[config.mk]
export PLATFORM = sky130hd
export DESIGN_NAME = command_line_argument_splitter_unit
export DESIGN_NICKNAME = d
export VERILOG_FILES = /design/src/sv/clas_pkg.sv /design/src/sv/command_line_argument_splitter_unit.sv /design/src/sv/clas_decode.sv
export SDC_FILE = /design/constraint.sdc
export NUM_CORES = 1
export LEC_CHECK = 0
export BUFFER_PORTS_ARGS = -buffer_cell sky130_fd_sc_hd__buf_2
export CORE_ASPECT_RATIO = 1.5
export CORE_MARGIN = 2
export CORE_UTILIZATION = 30
export CTS_CLUSTER_SIZE = 16
export DETAILED_ROUTE_END_ITERATION = 12
export PLACE_DENSITY = 0.48
export SYNTH_ARGS = -nofsm -noshare
export SYNTH_HDL_FRONTEND = slang
export SYNTH_SLANG_ARGS = --single-unit
[constraint.sdc]
create_clock -name clk -period 16.4 [get_ports clk]
set_input_delay 3.28 -clock clk [delete_from_list [all_inputs] [get_ports clk]]
set_output_delay 3.28 -clock clk [all_outputs]
set_load 0.005 [all_outputs]
[src/sv/clas_pkg.sv]
// Shared types and constants for the command line argument splitter.
// Used by clas_decode and command_line_argument_splitter_unit; no dependencies.
package clas_pkg;

  localparam int COUNT_WIDTH = 16;
  localparam int ARG_W       = 16;

  localparam logic [7:0] CH_QUOTE  = 8'h22;
  localparam logic [7:0] CH_BSLASH = 8'h5C;
  localparam logic [7:0] CH_TAB    = 8'h09;
  localparam logic [7:0] CH_BLANK  = 8'h20;
  localparam logic [7:0] CH_NUL    = 8'h00;

  typedef enum logic [1:0] {
    KIND_CHAR     = 2'd0,
    KIND_END_ARG  = 2'd1,
    KIND_END_LINE = 2'd2
  } kind_t;

  typedef struct packed {
    logic                   in_arg;
    logic                   in_quote;
    logic                   held;
    logic                   held_after_bs;
    logic                   prev_bs;
    logic [COUNT_WIDTH-1:0] count;
  } tok_state_t;

  typedef struct packed {
    kind_t            kind;
    logic [7:0]       ch;
    logic [ARG_W-1:0] count;
  } res_t;

endpackage

[src/sv/command_line_argument_splitter_unit.sv]
// Top level of the command line argument splitter: state, run buffer, handshakes.
// Depends on clas_pkg and clas_decode.
//
//  channel | signals                                         | dir | beat
//  --------+-------------------------------------------------+-----+--------------------------
//  in      | in_valid, in_stall, in_byte                     | in  | one raw line byte
//  out     | out_valid, out_stall, kind, out_char, arg_count, | out | one result
//          | last_of_run                                     |     |
//  cfg     | cfg_valid, cfg_ready, emit_chars                | in  | emit_chars register write
//
// A byte is decoded in the cycle it is accepted; its results land in a three-entry
// run buffer and leave one beat per cycle while out_stall is low, starting the next cycle.
// A byte giving results holds the input while they leave the run buffer; the run buffer
// drain is the limit, so a new byte is taken in the cycle the last beat leaves.
// Reset (rst, synchronous) clears the tokenizer state, empties the run buffer and
// sets emit_chars to 1. out_stall holds the current beat; in_stall follows it.
module command_line_argument_splitter_unit import clas_pkg::*; (
  input  logic             clk,
  input  logic             rst,
  input  logic             in_valid,
  output logic             in_stall,
  input  logic [7:0]       in_byte,
  output logic             out_valid,
  input  logic             out_stall,
  output logic [1:0]       kind,
  output logic [7:0]       out_char,
  output logic [ARG_W-1:0] arg_count,
  output logic             last_of_run,
  input  logic             cfg_valid,
  output logic             cfg_ready,
  input  logic             emit_chars
);

  tok_state_t st;
  tok_state_t st_next;
  res_t       dec_res [3];
  logic [1:0] dec_cnt;
  res_t       run [3];
  logic [1:0] run_rem;
  logic       emit_reg;
  logic       accept;
  logic       take;

  clas_decode u_decode (
    .st         (st),
    .in_byte    (in_byte),
    .emit_chars (emit_reg),
    .st_next    (st_next),
    .res        (dec_res),
    .res_cnt    (dec_cnt)
  );

  assign cfg_ready   = 1'b1;
  assign out_valid   = (run_rem != 2'd0);
  assign take        = out_valid && !out_stall;
  assign in_stall    = (run_rem > 2'd1) || (run_rem == 2'd1 && out_stall);
  assign accept      = in_valid && !in_stall;

  assign kind        = run[0].kind;
  assign out_char    = run[0].ch;
  assign arg_count   = run[0].count;
  assign last_of_run = (run_rem == 2'd1);

  always_ff @(posedge clk) begin
    if (rst) begin
      emit_reg <= 1'b1;
    end else if (cfg_valid && cfg_ready) begin
      emit_reg <= emit_chars;
    end
  end

  always_ff @(posedge clk) begin
    if (rst) begin
      st <= '0;
    end else if (accept) begin
      st <= st_next;
    end
  end

  always_ff @(posedge clk) begin
    if (rst) begin
      run_rem <= 2'd0;
    end else if (accept) begin
      run_rem <= dec_cnt;
    end else if (take) begin
      run_rem <= run_rem - 2'd1;
    end
  end

  // load a fresh run, or advance the buffer by one beat
  always_ff @(posedge clk) begin
    if (accept) begin
      run <= dec_res;
    end else if (take) begin
      run[0] <= run[1];
      run[1] <= run[2];
    end
  end

  a_nul_clears_count: assert property (@(posedge clk) disable iff (rst)
    accept && in_byte == CH_NUL |=> st.count == '0 && !st.in_arg && !st.held)
    else $error("state not cleared after end of line");

  a_count_holds: assert property (@(posedge clk) disable iff (rst)
    !accept |=> $stable(st.count))
    else $error("argument count moved without an input beat");

  a_quote_in_arg: assert property (@(posedge clk) disable iff (rst)
    st.in_quote |-> st.in_arg)
    else $error("quoting outside an argument");

  a_held_prev: assert property (@(posedge clk) disable iff (rst)
    st.held |-> st.prev_bs)
    else $error("held backslash without backslash lookbehind");

  a_drain: assert property (@(posedge clk) disable iff (rst)
    take && run_rem == 2'd1 && !accept |=> !out_valid)
    else $error("run buffer did not empty after its last beat");

endmodule

[src/sv/clas_decode.sv]
// Per-byte decode: next tokenizer state and up to three results for one byte.
// Depends on clas_pkg.
module clas_decode import clas_pkg::*; (
  input  tok_state_t st,
  input  logic [7:0] in_byte,
  input  logic       emit_chars,
  output tok_state_t st_next,
  output res_t       res [3],
  output logic [1:0] res_cnt
);

  always_comb begin
    logic blank;
    logic done;
    logic [1:0] n;
    tok_state_t s;

    blank = (in_byte == CH_BLANK) || (in_byte == CH_TAB);
    done  = 1'b0;
    n     = 2'd0;
    s     = st;
    for (int i = 0; i < 3; i++) begin
      res[i] = '{kind: KIND_CHAR, ch: 8'h00, count: '0};
    end

    // held backslash resolves against this byte
    if (s.held) begin
      s.held = 1'b0;
      if (in_byte == CH_QUOTE) begin
        if (s.held_after_bs) begin
          s.in_quote = ~s.in_quote;
        end else if (emit_chars) begin
          res[n] = '{kind: KIND_CHAR, ch: CH_QUOTE, count: ARG_W'(s.count)};
          n = n + 2'd1;
        end
        done = 1'b1;
      end else if (emit_chars) begin
        res[n] = '{kind: KIND_CHAR, ch: CH_BSLASH, count: ARG_W'(s.count)};
        n = n + 2'd1;
      end
    end

    if (!done && !s.in_arg) begin
      if (blank) begin
        done = 1'b1;
      end else if (in_byte == CH_NUL) begin
        res[n] = '{kind: KIND_END_LINE, ch: 8'h00, count: ARG_W'(s.count)};
        n = n + 2'd1;
        done = 1'b1;
      end else begin
        s.in_arg = 1'b1;
      end
    end

    if (!done) begin
      if (in_byte == CH_QUOTE) begin
        s.in_quote = ~s.in_quote;
      end else if ((blank && !s.in_quote) || in_byte == CH_NUL) begin
        // close the argument; count saturates
        if (s.count != '1) begin
          s.count = s.count + 1'b1;
        end
        s.in_arg   = 1'b0;
        s.in_quote = 1'b0;
        res[n] = '{kind: KIND_END_ARG, ch: 8'h00, count: ARG_W'(s.count)};
        n = n + 2'd1;
        if (in_byte == CH_NUL) begin
          res[n] = '{kind: KIND_END_LINE, ch: 8'h00, count: ARG_W'(s.count)};
          n = n + 2'd1;
        end
      end else if (in_byte == CH_BSLASH) begin
        s.held          = 1'b1;
        s.held_after_bs = s.prev_bs;
      end else if (emit_chars) begin
        res[n] = '{kind: KIND_CHAR, ch: in_byte, count: ARG_W'(s.count)};
        n = n + 2'd1;
      end
    end

    s.prev_bs = (in_byte == CH_BSLASH);

    // end of line: back to reset state
    if (in_byte == CH_NUL) begin
      s = '0;
    end

    st_next = s;
    res_cnt = n;
  end

endmodule
Word level (Yosys, flattened, before mapping)
Index checks and enable logic that the tools add are counted.
{"block": "word_totals", "out_inout_bits": 30, "wordCells": 132, "input_bits": 14, "reg_bits": 102}
{"block": "op_classes", "muxes": 66, "order_cmp": 7, "bitwise": 5, "n_addsub": 5, "n_eq_ne": 9, "reduce_logical": 23}
{"op": "$mux W78", "n": 9}
{"op": "$bwmux W78", "n": 4}
{"op": "$demux W26 S2", "n": 3}
{"op": "$mux W26", "n": 6}
{"op": "$mux W16", "n": 7}
{"op": "$mux W52", "n": 2}
{"op": "$mux W2", "n": 19}
{"op": "$mux W23", "n": 1}
{"op": "$mux W22", "n": 1}
{"op": "$mux W21", "n": 1}
{"op": "$add A16 B1 Y16 const B", "n": 1}
{"op": "$eq A8 B6 Y1 const B", "n": 2}
{"op": "$ne A16 B16 Y1 const B", "n": 1}
{"op": "$mux W1", "n": 12}
{"op": "$ge A3 B3 Y1 const B", "n": 3}
{"op": "$lt A3 B1 Y1 const B", "n": 3}
{"op": "$not A2 Y3", "n": 3}
{"op": "$eq A8 B4 Y1 const B", "n": 1}
{"op": "$eq A8 B7 Y1 const B", "n": 1}
{"op": "$logic_and A1 B1 Y1", "n": 8}
{"op": "$logic_not A8 Y1", "n": 1}
{"op": "$reduce_bool A2 Y1", "n": 4}
{"op": "$add A2 B1 Y2 const B", "n": 3}
{"op": "$ne A2 B2 Y1 const B", "n": 3}
{"op": "9 further kinds", "n": 16}

Depth between registers and ports, before layout
Gate-level depths: netlist (run 1).
{"block": "logic_depth", "ltp_word": 20, "mapped_depth": 14, "mapped_depth_nobuf": 12}

Modules after synthesis
From an unflattened synthesis (run 1), not the netlist that was laid out.
{"block": "hier_totals", "hier_cells": 706, "area_unflattened_um2": 6817.8}
{"mod": "command_line_argument_splitter_unit", "cells_per_inst": 283, "area_per_inst_um2": 4336.7, "seq_area_each_um2": 2822.7, "n_inst": 1}
{"mod": "clas_decode", "cells_per_inst": 423, "area_per_inst_um2": 2481.1, "seq_area_each_um2": 0.0, "n_inst": 1}

Least setup slack after synthesis (run 1)
Ideal clock, no wire load.
{"block": "synth_path", "path_type": "input to register", "from": "input port out_stall", "to": "register run (netlist bit arg_count[0]) (enable)", "path_slack_ns": 8.903, "n_path_buf": 0, "t_arrival_ns": 6.964, "stages": 1, "required_time_ns": 15.866, "setup_ns": 0.534, "cell_sequence": "o21ai_0"}
{"block": "synth_between", "elab_chain_cells": 5, "word_cells_on_any_way": 7, "classes_between": "reduce/logical (7)"}
{"item": "start: declaration", "line_no": "command_line_argument_splitter_unit.sv:24", "text": "input logic out_stall,"}
{"item": "$logic_and A1 B1 Y1", "line_no": "command_line_argument_splitter_unit.sv:56", "text": "assign in_stall = (run_rem > 2'd1) || (run_rem == 2'd1 && out_stall);"}
{"item": "$logic_or A1 B1 Y1", "line_no": "command_line_argument_splitter_unit.sv:56"}
{"item": "$logic_not A1 Y1", "line_no": "command_line_argument_splitter_unit.sv:57", "text": "assign accept = in_valid && !in_stall;"}
{"item": "$logic_and A1 B1 Y1", "line_no": "command_line_argument_splitter_unit.sv:57"}
{"item": "$reduce_bool A2 Y1 (no source line) (*)"}
{"item": "end signal: assignment", "line_no": "command_line_argument_splitter_unit.sv:93", "text": "run <= dec_res;"}
{"item": "end: declaration", "line_no": "command_line_argument_splitter_unit.sv:38", "text": "res_t run [3];"}
Mark *: on every way between the ends. The rest lies on a longest branch, timed or not.
A chain may end at the register's enable or synchronous reset.

Final worst setup path (run 1)
{"block": "layout_path", "from": "input port in_byte[2]", "to": "register run (netlist bit arg_count[6]), data pin"}
{"block": "layout_between", "elab_chain_cells": 19, "word_cells_on_any_way": 59, "classes_between": "add/sub (2); order compare (6); eq/ne (4); mux (34); bitwise (3); reduce/logical (10)"}
{"item": "start: declaration", "line_no": "command_line_argument_splitter_unit.sv:22", "text": "input logic [7:0] in_byte,"}
{"item": "$eq A8 B6 Y1", "line_no": "clas_decode.sv:29, clas_decode.sv:56"}
{"item": "$mux W2", "line_no": "clas_decode.sv:29", "text": "if (in_byte == CH_QUOTE) begin"}
{"item": "$mux W2", "line_no": "clas_decode.sv:27", "text": "if (s.held) begin"}
{"item": "$add A2 B1 Y2 / $not A2 Y3 (equally long branches)", "line_no": "clas_decode.sv:48, clas_decode.sv:47"}
{"item": "$mux W2, or another cell as far along", "line_no": "clas_decode.sv:46", "text": "end else if (in_byte == CH_NUL) begin"}
{"item": "$mux W2 / $logic_and A1 B1 Y1 (equally long branches)", "line_no": "clas_decode.sv:44, clas_decode.sv:47"}
{"item": "$mux W2 / $mux W26 (equally long branches)", "line_no": "clas_decode.sv:43, clas_decode.sv:47"}
{"item": "$add A2 B1 Y2, or another cell as far along", "line_no": "clas_decode.sv:66", "text": "n = n + 2'd1;"}
{"item": "[3 not listed]"}
{"item": "$mux W26 (not written as such), or another cell as far along", "line_no": "clas_decode.sv:68", "text": "res[n] = '{kind: KIND_END_LINE, ch: 8'h00, count: ARG_W'(s.count)};"}
{"item": "$demux W26 S2, or another cell as far along", "line_no": "clas_decode.sv:68"}
{"item": "$bwmux W78 / $mux W78 (equally long branches)", "line_no": "clas_decode.sv:68, clas_decode.sv:74"}
{"item": "$mux W78 (on tied branches)", "line_no": "clas_decode.sv:67, clas_decode.sv:71"}
{"item": "$mux W78", "line_no": "clas_decode.sv:58", "text": "end else if ((blank && !s.in_quote) || in_byte == CH_NUL) begin"}
{"item": "$mux W78", "line_no": "clas_decode.sv:56", "text": "if (in_byte == CH_QUOTE) begin"}
{"item": "$mux W78 (*)", "line_no": "clas_decode.sv:55", "text": "if (!done) begin"}
{"item": "$mux W52 (*)", "line_no": "command_line_argument_splitter_unit.sv:92", "text": "if (accept) begin"}
Marks and branches as above.

==> out/metrics.cfg, run 1 <==
[worst_setup_path]
critPathSlowestCell=a21oi_1
startpoint_type=primary input
crit_start=in_byte[2]
cpPeakStageDelay_ns=0.75
end_kind=flip-flop
crit_top_cell=ha_1
critPathBufInv=2
critPathTopFamily=simple AND/OR/NAND/NOR gates
r2r_start=emit_reg
critPathMaxFanout=12
path_class=in2reg
crit_chain=buf_2 -> nor4_4 -> nand2_2 -> clkinv_2 -> ha_1 -> mux2i_1 -> ha_1 -> o211ai_1 -> a21oi_1 -> a311oi_1 -> nor3_1
crit_required_ns=16.52
cp.arrival_ns=7.39

[global_routing]
grt_pass1_wl_mm=31.6
grt_util_all_layers_pct=18.7
grt_antenna_before_repair=0
grt_pass1_vias=5364
grt_max_degree=66
grt_overflow=0

[layout]
final_cell_count_no_fill=910
area_growth_syn_to_layout_pct=7.07
layout.nets=662
max_flop_register=run
seqCellArea_um2=2820
post-route-cell-area_um2=6840
drive_gt1_share_pct=17.1
fillers=2174
antennaDiodeCount=0
largest_reg_flops=52
multiInputGateArea_um2=3020

[timing]
rsz0062_at_grt=false
fin_setup_tns_ns=0
whs_ns=0.473
clock.fmax_mhz=138
max_slew_margin_pct=28.9
fin_crit_ns=7.27
finalHoldViolCount=0
worst-slew-pin-transition_ns=1.06
period_share_pct=44.3
slew_violations=0
setup_viol_count_final=0
fin_skew_ns=0.00808

[clock_network]
h-tree-depth=3
cts_tree=yes
cts_root_buf=clkbuf_16
cts.sinks=102
ctsLongestPathBuffers=2
post_cts_buffers=0
clkLatencyLatePin_ns=0.37
cts_buffers=9
cts_resized=0
ctsHoldBuffers=0
path_clk_slew_ns=0.07

[die]
core_um2=21000
dieArea_um2=22500
start_util_pct=30.4
die_w_um=123
ioPinCount=44
die_h_um=183
rows=65

[pwr]
power_density_nw_per_um2=102
peakVddDrop_v=0.0000559
power_leakage_nw=2.40
p_total_uw=701

[yosys]
yosys.area.top_type=edfxtp_1
ys_ff_latch=102
yosysMostFrequentCell=edfxtp_1
synth_edf_count=78
synth_warnings=0
netlist-cell-type-count=91
netlist_top_cells_area=edfxtp_1 37%, dfxtp_1 7.5%, nand2_1 4.0%, a21oi_1 3.8%, buf_4 3.8%
synth.cell_area_um2=6390
syn_area_per_cell_um2=9.68
yosysSeqAreaShare_pct=44.2
synth_top_area_share_pct=36.7
async_flop_share_pct=0
syn-num-nets=685
synth_ff_type=edfxtp_1
synth_common_cells=78 x edfxtp_1, 68 x nand2_1, 51 x nor2_1
syn-instance-count=660

[placed_design]
gp_congestion=0.926
hpwlAfterDp_mm=13.8
numPortBuffers=42
place_area_um2=6490
dp.cells=894

[status]
outcome=completed

[min_path]
min_from=st[16]
min_path_type=reg2reg

[routing]
wl_per_cell_um=22.5
drt_pass1_iterations=5
route.detailed.drc=0
viasPerCell=5.83
drtIter0Drc=530
antenna_left=0
wl_mm=20.4
num_vias=5304

[flow_run]
cap_violations=0

## layout by cell type (no fill, tap or decap), types with 7 or more instances in the layout
cell        n
o21ai_0    23
edfxtp_1   78
a22oi_1    27
a221o_1    10
and3_1     11
nor2_1     51
a21oi_1    49
inv_1      14
nand4_1     7
clkbuf_16   9
a31oi_1    11
nand2_1    67
buf_2      42
nand3_1    24
dfxtp_1    24
a22o_1     10
nor3_1     17
o21ai_1     8
a311oi_1    8
ha_1       11
## kinds of logic (layout without fill, tap and decap cells)
family / Yosys count / in the layout / synth area share (%)
adders and majority gates: 11 / 11 / 2.15
xor gates and xnor gates: 3 / 3 / 0.411
muxes: 6 / 6 / 0.979
AOI/OAI and AO/OA: 210 / 210 / 24.0
buffers and inverters: 98 / 80 / 8.78
DFF: 102 / 102 / 44.2
other: 1 / 1 / 0.0587
and+or+nand+nor: 229 / 229 / 19.5
## per-layer routing
metal	GRT usage [%]	routed length, um
met4	9.36	847
met2	33.1	10700
met1	21.6	7990
met3	2.69	932
met5	0	0
## through the flow
step,setup WS (ns),util (%)
after floorplan,8.90,-
after global placement,8.91,30.9
after detailed placement,8.79,30.9
after CTS,9.16,32.6
after global routing,8.85,32.6
final,9.13,32.6
## where the power goes
group	total [mW]	switching, mW	internal [mW]
registers	0.336	0.0119	0.324
clock network	0.257	0.106	0.151
logic	0.108	0.0713	0.0363
## path summary, 6_finish.rpt
path,to,slack (ns),cells past startpoint
hold / removal,st[16],0.47,2
setup / recovery,arg_count[6],9.13,11
hold reg to reg,st[16],0.47,2
setup reg to reg,arg_count[6],12.03,9
## area by class of cell
cell class	instances	share of cell area (%)
inverter	17	0.951
timing repair buffer	47	3.62
clock buffer	9	3.29
tap	268	4.90
clock inverter	7	1.83
multi-input combinational	460	44.1
sequential	102	41.3
## worst register-to-register path: cells and delay by family, from the launching register on
family / cells / cell delay (ns)
AOI/OAI and AO/OA: 4 / 1.66
adders and majority gates: 2 / 0.86
DFF: 1 / 0.54
muxes: 1 / 0.39
and+or+nand+nor: 2 / 0.69
Power figures use the tool's default switching activity.
==> run 2: changes to the inputs <==
Settings changed: ABC_AREA set to 1, PLACE_DENSITY 0.48 to 0.5.
Clock period 16.4 ns to 5.9 ns, I/O delays scaled along.
==> run 2 against run 1 <==
Compared with the run above:
- final cell count is 29% higher
- sequential power grew to 3.1 times the previous value
- sequential share of layout area is 2.4 points lower
- sequential cell count stayed put
- worst hold slack worse by 0.00073 ns
- critical endpoint is now arg_count[12]
- largest power group unchanged
- highest routed layer unchanged
==> out/metrics.cfg, run 2 <==
[status]
outcome=completed

[yosys]
yosysMostFrequentCell=nand2_1
synth_warnings=0
netlist_top_cells_area=edfxtp_1 35%, nand2_1 16%, dfxtp_1 7.1%, nand3_1 5.5%, inv_1 4.2%
syn_area_per_cell_um2=7.45
synth_ff_type=edfxtp_1
syn-num-nets=934
yosysSeqAreaShare_pct=41.7
synth_top_area_share_pct=34.6
synth_common_cells=289 x nand2_1, 78 x edfxtp_1, 75 x inv_1, 75 x nor2_1, 74 x nand3_1
syn-instance-count=909
async_flop_share_pct=0
ys_ff_latch=102
netlist-cell-type-count=42
synth.cell_area_um2=6780
yosys.area.top_type=edfxtp_1
synth_edf_count=78

[timing]
fin_skew_ns=0.00952
whs_ns=0.473
fin_setup_tns_ns=0
worst-slew-pin-transition_ns=0.989
finalHoldViolCount=0
fin_crit_ns=4.48
setup_slack_ns=1.42
rsz0062_at_grt=false
max_slew_margin_pct=33.8
clock.fmax_mhz=223
slew_violations=0
period_share_pct=75.9
setup_viol_count_final=0

[pwr]
power_leakage_nw=3.04
peakVddDrop_v=0.000131
power_density_nw_per_um2=295

[die]
core_um2=22300
start_util_pct=30.4
ioPinCount=44
die_w_um=127
rows=67
die_h_um=188
dieArea_um2=23800

[worst_setup_path]
critPathSlowestCell=nor2_1
reg2reg_slack_ns=2.09
cpPeakStageDelay_ns=0.43
end_kind=flip-flop
startpoint_type=primary input
crit_chain=buf_2 -> inv_2 -> nor2_2 -> nand2_1 -> nor2_4 -> nand2_1 -> nand2_2 -> inv_1 -> ha_1 -> nand2_1 -> o21ai_0 -> inv_1 -> ha_1 -> nand3_1 -> inv_2 -> nand3_1 -> nor2_1 -> nand2_1 -> nand4_1 -> nand2_1
cp.arrival_ns=4.60
crit_top_cell=nand2_1
r2r-end=arg_count[12]
r2r_cells=17
r2r_start=emit_reg
critPathMaxFanout=10
path_class=in2reg
crit_required_ns=6.02

[placed_design]
numPortBuffers=42
place_area_um2=6930
gp_congestion=0.929
hpwlAfterDp_mm=13.7
place_ws_ns=1.05

[layout]
max_flop_register=run
post-route-cell-area_um2=7260
final_cell_mix=289 x nand2_1, 78 x edfxtp_1, 75 x nor2_1
drive_gt1_share_pct=12.8
layout.nets=921
final_common_cell=nand2_1
largest_reg_flops=52
antennaDiodeCount=0
area_growth_syn_to_layout_pct=7.11
fillers=2417

[clock_network]
ctsHoldBuffers=0
path_clk_slew_ns=0.07
h-tree-depth=3
cts_resized=0
cts_root_buf=clkbuf_16
cts.sinks=102
post_cts_buffers=0
clkLatencyLatePin_ns=0.36
cts_tree=yes
ctsLongestPathBuffers=2
cts_buffers=9

[min_path]
min_from=st[16]
min_path_cells=2
min_path_type=reg2reg
holdPathEnd=st[16]

[routing]
num_vias=5896
antenna_left=0
route.detailed.drc=0
wl_per_cell_um=17.3
viasPerCell=5.01
drtIter0Drc=515
wl_mm=20.3
drt_pass1_iterations=5

[global_routing]
grt_util_all_layers_pct=17.5
grt_pass1_vias=5816
grt_max_degree=55
grt_antenna_before_repair=0
grt_pass1_wl_mm=32.6
grt_overflow=0

[flow_run]
cap_violations=0

[run 2: cell type report]
| type | instances | area [um^2] | share of cell area, % |
|---|---|---|---|
| well taps | 276 | 345 | 4.76 |
| repair buffers | 50 | 270 | 3.72 |
| flip-flops and latches | 102 | 2820 | 38.9 |
| clock inverters | 5 | 81.3 | 1.12 |
| inverters | 83 | 312 | 4.29 |
| multi-input cells | 650 | 3180 | 43.9 |
| clock buffers | 11 | 243 | 3.34 |
[run 2: worst max-delay path by stage]
stage,slack [ns],to,cells after the start,start
2_1_floorplan,0.35,run_rem[1],3,out_stall
3_3_place_gp,1.19,arg_count[12],20,in_byte[5]
3_5_place_dp,1.05,arg_count[12],20,in_byte[5]
4_1_cts,1.42,arg_count[12],20,in_byte[5]
5_1_grt,1.09,arg_count[6],22,in_byte[5]
6_report,1.42,arg_count[12],20,in_byte[5]
[run 2: logic make-up after synthesis]
family / share of synthesized area, %
compound gates: 9.92
buf+inv: 11.6
simple gates: 33.7
flops: 41.7
other cells: 0.0553
fa+ha+maj: 2.03
xor+xnor: 1.03
[run 2: stage by stage]
| stage | util (%) | power (mW) | instances |
|---|---|---|---|
| 6_report | 32.5 | 2.14 | 1177 |
| 5_1_grt | 32.5 | 2.25 | 1177 |
| 4_1_cts | 32.5 | 2.17 | 1177 |
| 3_5_place_dp | 31.1 | 1.50 | 1161 |
| 3_3_place_gp | 31.1 | 1.49 | 1161 |
| 2_1_floorplan | - | 1.40 | 909 |
[run 2: metal layers]
| layer | track usage [%] | share of wire, % |
|---|---|---|
| met1 | 21.8 | 43 |
| met2 | 30.6 | 50 |
| met3 | 1.88 | 3.7 |
| met4 | 7.52 | 3.3 |
| met5 | 0 | 0 |
[run 2: critical path: cells and delay by family]
| family | cells | cell delay (ns) |
|---|---|---|
| simple gates | 12 | 1.99 |
| buf+inv | 5 | 0.71 |
| fa+ha+maj | 2 | 0.51 |
| compound gates | 1 | 0.18 |
[run 2: power by group]
part	internal [mW]	total, mW	switching [mW]
Combinational	0.159	0.447	0.289
Sequential	0.982	1.03	0.0431
Clock	0.385	0.666	0.281
==> run 3: changes to the inputs <==
Settings changed: ABC_AREA 1 to 0, PLACE_DENSITY 0.5 to 0.48.
Clock period 5.9 ns to 4.7 ns, I/O delays scaled along.
==> run 3 against run 2 <==
Compared with the run above:
- critical path depth fell by 8
- design area decreased by 5.1%
- die area is 5.6% lower
- register-to-register slack worse by 1.3 ns
- clock-buffer cell count is 1 lower
- wire length is 0.53% lower
- combinational power is 15% lower
- non-clock buffer count increased by 9
- sequential cell count unchanged
- first-iteration DRC count up 11%
- worst hold slack worse by 0.0080 ns
- largest power group unchanged
==> out/metrics.cfg, run 3 (synthesis gave the netlist of run 1 again) <==
[status]
outcome=completed

[timing]
setup_slack_ns=0.406
fin_skew_ns=0.0121
slew_violations=0
rsz0062_at_grt=false
period_share_pct=91.4
fin_setup_tns_ns=0
max_slew_margin_pct=21.5
clock.fmax_mhz=233
setup_viol_count_final=0
worst-slew-pin-transition_ns=1.17
finalHoldViolCount=0
whs_ns=0.465
fin_crit_ns=4.29

[global_routing]
grt_antenna_before_repair=0
grt_overflow=0
grt_pass1_wl_mm=31.0
grt_max_degree=45
grt_pass1_vias=5360
grt_util_all_layers_pct=18.2

[layout]
fillers=2164
layout.nets=674
final_common_cell=edfxtp_1
final_cell_mix=78 x edfxtp_1, 67 x nand2_1, 51 x nor2_1
antennaDiodeCount=0
max_flop_register=run
fin_util_pct=32.8
post-route-cell-area_um2=6890
area_growth_syn_to_layout_pct=7.80
final_cell_count_no_fill=922
largest_reg_flops=52
drive_gt1_share_pct=18.5

[worst_setup_path]
end_kind=flip-flop
reg2reg_slack_ns=0.83
r2r-end=out_char[6]
startpoint_type=primary input
crit_required_ns=4.92
critPathSlowestCell=a2111oi_2
r2r_cells=11
cp.arrival_ns=4.51
crit_top_cell=ha_1
r2r_start=st[18]
crit_chain=buf_2 -> nor4bb_1 -> a31oi_1 -> ha_1 -> mux2i_1 -> inv_1 -> ha_1 -> a31oi_2 -> nor2_2 -> o21bai_1 -> a2111oi_2 -> a221o_1
cpPeakStageDelay_ns=0.62
path_class=in2reg
critPathMaxFanout=11

[routing]
wl_per_cell_um=21.9
antenna_left=0
drt_pass1_iterations=6
drtIter0Drc=574
route.detailed.drc=0
wl_mm=20.2
viasPerCell=5.78
num_vias=5325

[clock_network]
cts_resized=0
cts_tree=yes
ctsHoldBuffers=0
cts_buffers=9
post_cts_buffers=0
path_clk_slew_ns=0.08
cts_root_buf=clkbuf_16
clkLatencyLatePin_ns=0.35
cts.sinks=102
ctsLongestPathBuffers=2
h-tree-depth=3

[placed_design]
gp_congestion=0.845
place_ws_ns=0.150
place_area_um2=6580
dp.cells=906
numPortBuffers=42
hpwlAfterDp_mm=14.1

[pwr]
power_density_nw_per_um2=339
p_total_mw=2.33
power_leakage_nw=2.44
peakVddDrop_v=0.000158

[min_path]
min_from=st[16]
min_path_type=reg2reg
holdPathEnd=st[16]
min_path_cells=2

[die]
die_w_um=123
core_um2=21000
start_util_pct=30.4
die_h_um=183
rows=65
ioPinCount=44
dieArea_um2=22500

[flow_run]
cap_violations=0

-- run 3: cell types whose count changed in the layout (fill, tap and decap cells not counted), sizes merged, moves of 25 or more --
cell / before / now
nor2: 80 / 55
nand3: 77 / 27
nand2: 297 / 70
a22oi: 1 / 28
nand4: 33 / 8
inv: 84 / 19
-- run 3: power breakdown --
group / total [mW] / leakage, nW / internal (mW) / switching (mW)
Sequential: 1.17 / 0.983 / 1.13 / 0.0384
Clock: 0.787 / 0.151 / 0.424 / 0.363
Combinational: 0.379 / 1.30 / 0.130 / 0.249
-- run 3: critical path, delay by kind of cell --
| family | cells | cell delay (ns) |
|---|---|---|
| compound gates | 5 | 1.62 |
| fa+ha+maj | 2 | 0.60 |
| simple gates | 2 | 0.52 |
| mux | 1 | 0.44 |
| buf+inv | 2 | 0.39 |
-- run 3: cell type report --
class | count | area [um^2] | share of cell area [%]
clock inverter | 6 | 77.6 | 1.13
timing repair buffer | 59 | 338 | 4.91
clock buffer | 10 | 229 | 3.33
tap | 268 | 335 | 4.87
inverter | 17 | 65.1 | 0.945
sequential | 102 | 2820 | 41.0
multi-input combinational | 460 | 3020 | 43.8
-- run 3: routing by layer --
layer  track usage, %  wire length, um  part of all wire (%)
met1             19.9             7410                    37
met5                0                0                     0
met2             32.4            10600                    53
met3             3.31             1030                   5.1
met4             10.5             1150                   5.7
-- run 3: worst max path at each step --
stage               cells past startpoint     endpoint       start  slack, ns
global route                           12  out_char[4]  in_byte[5]       0.10
CTS                                    12  out_char[6]  in_byte[5]       0.49
finish                                 12  out_char[6]  in_byte[5]       0.41
detailed placement                     12  out_char[6]  in_byte[5]       0.15
floorplan                              13  out_char[2]  in_byte[1]       0.68
global placement                       12  out_char[3]  in_byte[5]       0.24
